<file path="src/rtl/tstt_pkg.sv">
`timescale 1ns / 1ps
`default_nettype none
// ----------------------------------------------------------------------------
// Task state transition tracker package
// Shared state codes, status codes, the legality matrix and the record types
// passed between the front end and the back end.
// ----------------------------------------------------------------------------
package tstt_pkg;

    // Task state codes.
    localparam logic [2:0] TS_INVALID    = 3'd0;
    localparam logic [2:0] TS_READY      = 3'd1;
    localparam logic [2:0] TS_RUNNING    = 3'd2;
    localparam logic [2:0] TS_BLOCKED    = 3'd3;
    localparam logic [2:0] TS_SUSPENDED  = 3'd4;
    localparam logic [2:0] TS_TERMINATED = 3'd5;
    localparam logic [2:0] TS_DORMANT    = 3'd6;

    // Highest state code that a request may name.
    localparam logic [2:0] TS_MAX = TS_DORMANT;

    // Result status of one request.
    typedef enum logic [1:0] {
        STAT_OK      = 2'd0,
        STAT_RANGE   = 2'd1,
        STAT_ILLEGAL = 2'd2
    } t_status;

    // Allowed targets per source state, one bit per target state.
    localparam logic [7:0] LEGAL_TARGETS [8] = '{
        8'h42,  // invalid: ready, dormant
        8'h3C,  // ready: running, blocked, suspended, terminated
        8'h3A,  // running: ready, blocked, suspended, terminated
        8'h32,  // blocked: ready, suspended, terminated
        8'h22,  // suspended: ready, terminated
        8'h00,  // terminated: no exits
        8'h22,  // dormant: ready, terminated
        8'h00
    };

    // Classified request as it sits in the queue.
    typedef struct packed {
        logic [63:0] time_now;
        logic [2:0]  target;
        logic        range_err;
    } t_cmd_info;

    // Per-task table entry.
    typedef struct packed {
        logic [2:0]  state;
        logic [2:0]  last_state;
        logic [63:0] run_start;
        logic [63:0] last_len;
        logic [63:0] run_total;
        logic [31:0] switches;
        logic [31:0] wake_lat;
    } t_task_rec;

    // Back-end sequencer states.
    typedef enum logic {
        BK_FETCH,
        BK_EXEC
    } t_back_state;

endpackage
`default_nettype wire

</file>
<file path="src/rtl/tstt_front.sv">
`timescale 1ns / 1ps
`default_nettype none
// ----------------------------------------------------------------------------
// Front end
// Accepts request transactions, wraps the task number onto the table and
// flags out-of-range targets, then holds them in a two-entry queue.
// ----------------------------------------------------------------------------
module tstt_front #(
    parameter int NUM_TASKS = 16,
    localparam int TW = $clog2(NUM_TASKS)
) (
    input  wire logic                  i_clk,
    input  wire logic                  i_rst_n,
    input  wire logic                  i_in_valid,
    output logic                       o_in_stall,
    input  wire logic [3:0]            i_task_number,
    input  wire logic [2:0]            i_target_state,
    input  wire logic [63:0]           i_time_now,
    output logic                       o_cmd_valid,
    input  wire logic                  i_cmd_pop,
    output logic [TW-1:0]              o_cmd_task,
    output tstt_pkg::t_cmd_info        o_cmd_info
);

    logic [TW-1:0]       r_q_task [2];
    tstt_pkg::t_cmd_info r_q_info [2];
    logic                r_wr_ptr;
    logic                r_rd_ptr;
    logic [1:0]          r_count;
    logic                w_push;
    logic [4:0]          w_wrap;
    tstt_pkg::t_cmd_info w_info;

    // Task number modulo the table size, by repeated subtraction.
    always_comb begin
        w_wrap = {1'b0, i_task_number};
        for (int k = 0; k < 8; k++) begin
            if (int'(w_wrap) >= NUM_TASKS) begin
                w_wrap = w_wrap - 5'(NUM_TASKS);
            end
        end
    end

    always_comb begin
        w_info.time_now  = i_time_now;
        w_info.target    = i_target_state;
        w_info.range_err = (i_target_state > tstt_pkg::TS_MAX);
    end

    assign o_in_stall  = (r_count == 2'd2);
    assign w_push      = i_in_valid && !o_in_stall;
    assign o_cmd_valid = (r_count != 2'd0);
    assign o_cmd_task  = r_q_task[r_rd_ptr];
    assign o_cmd_info  = r_q_info[r_rd_ptr];

    always_ff @(posedge i_clk) begin
        if (w_push) begin
            r_q_task[r_wr_ptr] <= TW'(w_wrap);
            r_q_info[r_wr_ptr] <= w_info;
        end
    end

    always_ff @(posedge i_clk) begin
        if (!i_rst_n) begin
            r_wr_ptr <= 1'b0;
            r_rd_ptr <= 1'b0;
            r_count  <= 2'd0;
        end else begin
            if (w_push) begin
                r_wr_ptr <= ~r_wr_ptr;
            end
            if (i_cmd_pop) begin
                r_rd_ptr <= ~r_rd_ptr;
            end
            if (w_push && !i_cmd_pop) begin
                r_count <= r_count + 2'd1;
            end else if (!w_push && i_cmd_pop) begin
                r_count <= r_count - 2'd1;
            end
        end
    end

endmodule
`default_nettype wire

</file>
<file path="config.mk">
export PLATFORM = sky130hd
export DESIGN_NAME = tstt_front
export DESIGN_NICKNAME = d
export VERILOG_FILES = /design/src/rtl/tstt_pkg.sv /design/src/rtl/tstt_front.sv
export SDC_FILE = /design/constraint.sdc
export NUM_CORES = 1
export LEC_CHECK = 0
export BUFFER_PORTS_ARGS = -buffer_cell sky130_fd_sc_hd__buf_2
export CAP_MARGIN = 40
export CORE_MARGIN = 1
export CORE_UTILIZATION = 48
export DETAILED_ROUTE_END_ITERATION = 8
export HOLD_SLACK_MARGIN = 0.1
export PLACE_DENSITY = 0.74
export REMOVE_ABC_BUFFERS = 1
export SLEW_MARGIN = 25
export SYNTH_ARGS = -nofsm -noshare
export SYNTH_HDL_FRONTEND = slang
export SYNTH_SLANG_ARGS = --single-unit
</file>
<file path="constraint.sdc">
create_clock -name i_clk -period 4.7 [get_ports i_clk]
set_clock_uncertainty 0.1 [all_clocks]
set_input_delay 0.94 -clock i_clk [delete_from_list [all_inputs] [get_ports i_clk]]
set_output_delay 0.94 -clock i_clk [all_outputs]
set_load 0.02 [all_outputs]
</file>
=== After elaboration in Yosys (flattened, before gate mapping) ===
Memory sizes are Yosys's and may differ from the RTL's. A register that Yosys moved wholly into a read port is not among the register bits.
Cells that the tools add are included.

* Bits of input ports: 75
* Output and inout port bits: 74
* Flip-flop bits (word level): 4
* RAM bits: 144
* Memories kept: 2

{| class="wikitable"
|+ Memories
! memory !! depth !! bits a word !! read ports !! clocked after memory_dff !! write ports !! RTL line !! RTL
|-
| r_q_info || 2 || 68 || 1 || 1 || 1 || tstt_front.sv:26 || <nowiki>tstt_pkg::t_cmd_info r_q_info [2];</nowiki>
|-
| r_q_task || 2 || 4 || 1 || 1 || 1 || tstt_front.sv:25 || <nowiki>logic [TW-1:0] r_q_task [2];</nowiki>
|}

* Muxes and demuxes: 8
* Order comparisons: 1
* Bitwise gates (word level): 2
* Reduce and logical (&&, ||, !) cells: 8
* Equal/unequal tests: 1
* Add/subtract/negate cells: 2

{| class="wikitable"
|+ Operator list
! operator !! number
|-
| 1-bit 2-to-1 mux || 6
|-
| 2-bit 2-to-1 mux || 2
|-
| 2-bit nonzero test || 2
|-
| 3-bit > comparator (second input constant) || 1
|-
| 1-bit logical AND || 3
|-
| 1-bit logical NOT || 3
|-
| 2-bit by 1-bit adder with 2-bit output (second input constant) || 1
|-
| 2-bit equality test (second input constant) || 1
|-
| 1-bit inverter || 2
|-
| 2-bit by 1-bit subtractor with 2-bit output (second input constant) || 1
|}

=== Logic depth before layout (Yosys ltp) ===
Gate-level depths: netlist of the first run.

* Depth after elaboration: 7
* Depth in mapped cells: 7
* Mapped depth without buffers: 7

=== Worst setup path after synthesis of the first run ===
Ideal clock, no wire load.

* Path kind: input port to flip-flop
* From: in i_in_valid
* To: mem r_q_info[0][0] (netlist name) (enable)
* Cell stages on the path: 2
* Required time: 4.109 ns
* Path buffers: 0
* Library setup time: 0.491 ns
* Path slack: 0.278 ns
* Arrival time: 3.831 ns
* Cells stage by stage: inv_1 -> nor3_2

* Cells in the longest elaborated chain, start to end: 3

{| class="wikitable"
|+ RTL lines
! element !! RTL line !! RTL
|-
| from (decl) || tstt_front.sv:14 || <nowiki>input wire logic i_in_valid,</nowiki>
|-
| 1-bit logical AND || tstt_front.sv:51 || <nowiki>assign w_push = i_in_valid && !o_in_stall;</nowiki>
|-
| 1-bit 2-to-1 mux || tstt_front.sv:57 || <nowiki>if (w_push) begin</nowiki>
|-
| 1-bit 2-to-1 mux (implied by the code) || tstt_front.sv:59 || <nowiki>r_q_info[r_wr_ptr] <= w_info;</nowiki>
|-
| to (decl) || tstt_front.sv:26 ||
|}

Every way passes these cells.

==> qor.yml, run 1 <==
status: "finished clean"
seqCellArea_um2: 4430
setup_slack_ps: 1720
p_int_w: 0.00262
r2r_start: "r_count[0]$_SDFFE_PN0P_"
reg2reg_setup_slack_ps: 2800
finalHoldViolations: 0
worst_r2r_path_depth: 5
drt-initial-drc-count: 103
critPathSlowestCell: "dfxtp_4"
cpPeakStageDelay_ps: 690
path_clk_slew_ps: 60
cts_tree: "done"
track_usage_pct: 16.0
tightest_slew_ps: 528
hp-class: "register to register"
crit_buf_inv: 2
clock-sinks: 149
power.density_nw_per_um2: 497
max_freq_mhz: 336
synth-seq-cells: 149
drt_pre_antenna_iters: 4
pwr-share-seq_pct: 47.8
io_buffers: 148
start_util_pct: 49.8
grt_pass1_vias: 2804
most-common-layout-cells: "buf_2, edfxtp_1, mux2_2"
endpoint: "o_cmd_info[18]"
worstSetupEndpointType: "output pin"
worst_path_dominant_cell_family: "flip-flops"
via_per_inst: 4.91
drc: 0
syn_area_um2: 5470
ioPinCount: 149
ant_nets: 0
syn_inst: 250
p_leak_nw: 2.64
crit_fanout: 38
worstPathArrival_ps: 1940
multiInputGateArea_um2: 955
dpl_worst_slack_ps: 2130
fin_crit_ps: 2980
ir_worst_vdd_v: 0.000313
grt_pass1_wl_um: 13600
clk_latency_ps: 420
pwr-share-clk_pct: 37.9
yosysSeqAreaShare_pct: 81.0
avgSynthCellArea_um2: 21.9
vias: 2777
hold_start: "r_count[1]$_SDFFE_PN0P_"
ctsHtreeMaxLevel: 4
core_area_um2: 11000
die_area_um2: 11800
cts_hold_buf: 0
cts_setup_buffers: 0
dp_hpwl_um: 5910
root_buffer: "clkbuf_16"
n_fill_cell: 800
grt_start_max_net_pins: 40
netSwitchingPower_w: 0.000846
antenna_cells: 0
rsz0062_at_grt: "no"
drv_slew: 0
cap_viol_max_count: 0
die_h_um: 109
cp_data_required_time_ps: 3660
die_x_um: 109
clock_path_buffers: 2
synth_cell_types: 22
path_class: "register to output pin"
cp_cell_sequence: "buf_12 -> mux2_2 -> buf_2"
avgRoutedWirePerCell_um: 16.0
antenna_found_initial: 0
relSlewSlack_pct: 64.8
place.gp.congestion: 0.677
gr-total-overflow: 0
start_kind: "register"
tns_ps: 0
mostFrequentLayoutCell: "buf_2"
combPwrFrac_pct: 14.3
switching_share_pct: 24.4
routed_wl_um: 9040
layout-drive-gt1-share_pct: 59.9
numCtsBuffers: 17
area_growth_pct: 27.4
path_depth: 3
core.rowCount: 38
nNetsFinal: 489
holdWs_ps: 439
cts_resized: 0
setup_viol: 0
fin_crit_sh_pct: 63.4
reg2reg_to: "r_q_info[0][16]$_DFFE_PP_"
yosysWarnings: 0
## kinds of logic after synthesis
kind of cell               synth area share [%]
and+or+nand+nor                            1.21
DFF                                        81.0
xor gates and xnor gates                  0.481
muxes                                      14.8
buffers and inverters                      1.79
adders and majority gates                 0.229
AOI/OAI and AO/OA                         0.504
## metrics by stage
stage | cell area, um^2 | total power (W) | std cells | utilization, %
finish | 6960 | 0.00346 | 566 | 63.4
global route | 6960 | 0.00360 | 566 | 63.4
CTS | 6960 | 0.00350 | 566 | 63.4
detailed placement | 6380 | 0.00219 | 534 | 58.1
global placement | 6320 | 0.00216 | 531 | 57.5
floorplan | 5380 | 0.00200 | 242 | -
## registers in the layout (all words and copies together), names as in the netlist, named ones only
register  cells
r_q_info    136
r_q_task      8
r_rd_ptr      1
r_count       2
r_wr_ptr      1
## Yosys cell counts, drive strengths merged
cell | number | area share (%)
a21boi | 2 | 0.27
and2 | 3 | 0.34
and3 | 2 | 0.23
buf | 8 | 1.6
dfxtp | 5 | 1.8
edfxtp | 144 | 79
ha | 1 | 0.23
inv | 3 | 0.21
mux2 | 72 | 15
nand2b | 1 | 0.16
nor2 | 1 | 0.069
nor3 | 1 | 0.18
o21a | 1 | 0.14
o21ai | 1 | 0.091
or2 | 1 | 0.11
or3 | 1 | 0.11
xnor2 | 1 | 0.16
xor2 | 2 | 0.32
## power groups by stage
stage,combinational [W],sequential (W),clock [W]
after floorplan,0.000312,0.00169,0
after global placement,0.000469,0.00169,0
after detailed placement,0.000502,0.00168,0
after CTS,0.000505,0.00166,0.00134
after global routing,0.000534,0.00167,0.00139
final,0.000496,0.00165,0.00131
## layer usage
| metal | global-route usage, % | wire length, um |
|---|---|---|
| met4 | 9.94 | 191 |
| met3 | 5.98 | 658 |
| met1 | 17.4 | 3610 |
| met5 | 0 | 0 |
| met2 | 26.5 | 4580 |
## worst register-to-register path: stages (launching register included)
cell and delay [ps]:
dfxtp_1 390, nand2b_2 180, inv_2 60, nor3_4 90, buf_4 430, buf_12 300
## layout make-up
| class | count | area share (%) |
|---|---|---|
| Clock buffer | 19 | 6.51 |
| Clock inverter | 13 | 1.89 |
| Inverter | 3 | 0.162 |
| Multi-Input combinational cell | 90 | 13.7 |
| Sequential cell | 149 | 63.6 |
| Tap cell | 140 | 2.52 |
| Timing Repair Buffer | 152 | 11.6 |
## worst min-delay path by stage
stage                         endpoint  slack [ps]  depth (start not counted)
3_3_place_gp   r_count[1]$_SDFFE_PN0P_         390                          2
2_1_floorplan  r_count[1]$_SDFFE_PN0P_         380                          2
5_1_grt        r_count[1]$_SDFFE_PN0P_         470                          2
3_5_place_dp   r_count[1]$_SDFFE_PN0P_         430                          2
4_1_cts        r_count[1]$_SDFFE_PN0P_         440                          2
6_report       r_count[1]$_SDFFE_PN0P_         440                          2
Note: power is estimated with default switching activity, not from simulation.
==> run 2, diff against run 1 <==
- clock period: 4.7 -> 3.13 ns (I/O delays scaled with it)
==> run 2 against run 1 <==
  * Sequential share of layout area up 0.23 points
  * Cell count unchanged
  * Final area shrank 0.36%
  * Register-to-register slack got worse by 1500 ps
  * Worst hold slack got worse by 140 ps
==> qor.yml, run 2 (synthesis gave the netlist of run 1 again) <==
ioPinCount: 149
worst_r2r_path_depth: 3
cts_setup_buffers: 0
min_path_cells: 1
cts_hold_buf: 0
numCtsBuffers: 17
cts_resized: 0
via_per_inst: 4.93
n_fill_cell: 824
clock_path_buffers: 2
relSlewSlack_pct: 64.7
drt-initial-drc-count: 136
antenna_cells: 0
power.density_nw_per_um2: 739
cts_tree: "done"
fin_crit_ps: 2640
cap_viol_max_count: 0
reg2reg_setup_slack_ps: 1280
ir_worst_vdd_v: 0.000465
cp_cell_sequence: "buf_12 -> mux2_1 -> buf_2"
crit_fanout: 41
root_buffer: "clkbuf_16"
hp-class: "primary input to register"
place.gp.congestion: 0.696
worstSetupEndpointType: "output pin"
drt_pre_antenna_iters: 4
avgRoutedWirePerCell_um: 16.4
worstPathArrival_ps: 1910
largest_register: "r_q_info"
core.rowCount: 38
track_usage_pct: 16.0
ant_nets: 0
clk_latency_ps: 410
grt_pass1_wl_um: 13600
tightest_slew_ps: 530
setup_viol: 0
path_class: "register to output pin"
die_h_um: 109
io_buffers: 148
layout-drive-gt1-share_pct: 59.9
largest_reg_flops: 136
rsz0062_at_grt: "no"
gr-total-overflow: 0
drv_slew: 0
path_clk_slew_ps: 60
start_kind: "register"
nNetsFinal: 489
clock-sinks: 149
worst_path_dominant_cell_family: "flip-flops"
final_core_util_pct: 63.2
critPathSlowestCell: "dfxtp_4"
reg_top3: "r_q_info (136), r_q_task (8), r_count (2)"
p_leak_nw: 2.62
mostFrequentLayoutCell: "buf_2"
start_util_pct: 49.8
core_area_um2: 11000
die_x_um: 109
grt_start_max_net_pins: 42
status: "finished clean"
dp_hpwl_um: 6060
dpl_worst_slack_ps: 905
fin_crit_sh_pct: 84.3
vias: 2793
ctsHtreeMaxLevel: 4
finalHoldViolations: 0
grt_pass1_vias: 2809
cpPeakStageDelay_ps: 620
drc: 0
die_area_um2: 11800
setup_slack_ps: 490
cp_data_required_time_ps: 2400
routed_wl_um: 9260
most-common-layout-cells: "buf_2, edfxtp_1, mux2_2"
crit_buf_inv: 2
area_growth_pct: 26.9
path_depth: 3
antenna_found_initial: 0
max_freq_mhz: 379
==> run 2: area by class of cell <==
type | count | area (um^2) | area share [%]
timing repair buffer | 152 | 796 | 11.5
clock inverter | 12 | 105 | 1.52
clock buffer | 20 | 467 | 6.73
tap | 140 | 175 | 2.53
inverter | 3 | 11.3 | 0.162
multi-input combinational | 90 | 955 | 13.8
sequential | 149 | 4430 | 63.8
==> run 2: report_power, final <==
| part | switching [W] | total, W | leakage (nW) | internal, W |
|---|---|---|---|---|
| clock | 0.000755 | 0.00191 | 0.270 | 0.00115 |
| combinational | 0.000445 | 0.000738 | 0.960 | 0.000293 |
| sequential | 0.0000649 | 0.00248 | 1.39 | 0.00242 |
| total | 0.00127 | 0.00513 | 2.62 | 0.00386 |
==> run 2: metrics by stage <==
| step | area, um^2 | hold WS [ps] | TNS [ps] | power, W | instances |
|---|---|---|---|---|---|
| 3_5_place_dp | 6360 | 423 | 0 | 0.00327 | 534 |
| 4_1_cts | 6940 | 287 | 0 | 0.00518 | 566 |
| 2_1_floorplan | 5380 | 377 | -71320 | 0.00300 | 242 |
| 3_3_place_gp | 6360 | 392 | 0 | 0.00325 | 534 |
| 6_report | 6940 | 301 | 0 | 0.00513 | 566 |
| 5_1_grt | 6940 | 288 | 0 | 0.00532 | 566 |
==> run 2: path summary, 6_finish.rpt <==
| check | startpoint | endpoint |
|---|---|---|
| worst min register to register | r_count[1]$_SDFFE_PN0P_ | r_count[1]$_SDFFE_PN0P_ |
| worst max-delay path | register | o_cmd_task[3] |
| worst max register to register | r_count[0]$_SDFFE_PN0P_ | r_q_info[1][0]$_DFFE_PP_ |
| worst min-delay path | i_time_now[20] | r_q_info[1][24]$_DFFE_PP_ |
==> run 2: layer usage <==
layer | up-vias | track usage (%) | part of all wire, %
met5 | - | 0 | 0
met4 | 0 | 7.53 | 1.1
li1 | 1319 | - | -
met2 | 99 | 26.8 | 51
met3 | 10 | 6.22 | 7.7
met1 | 1365 | 18.1 | 40
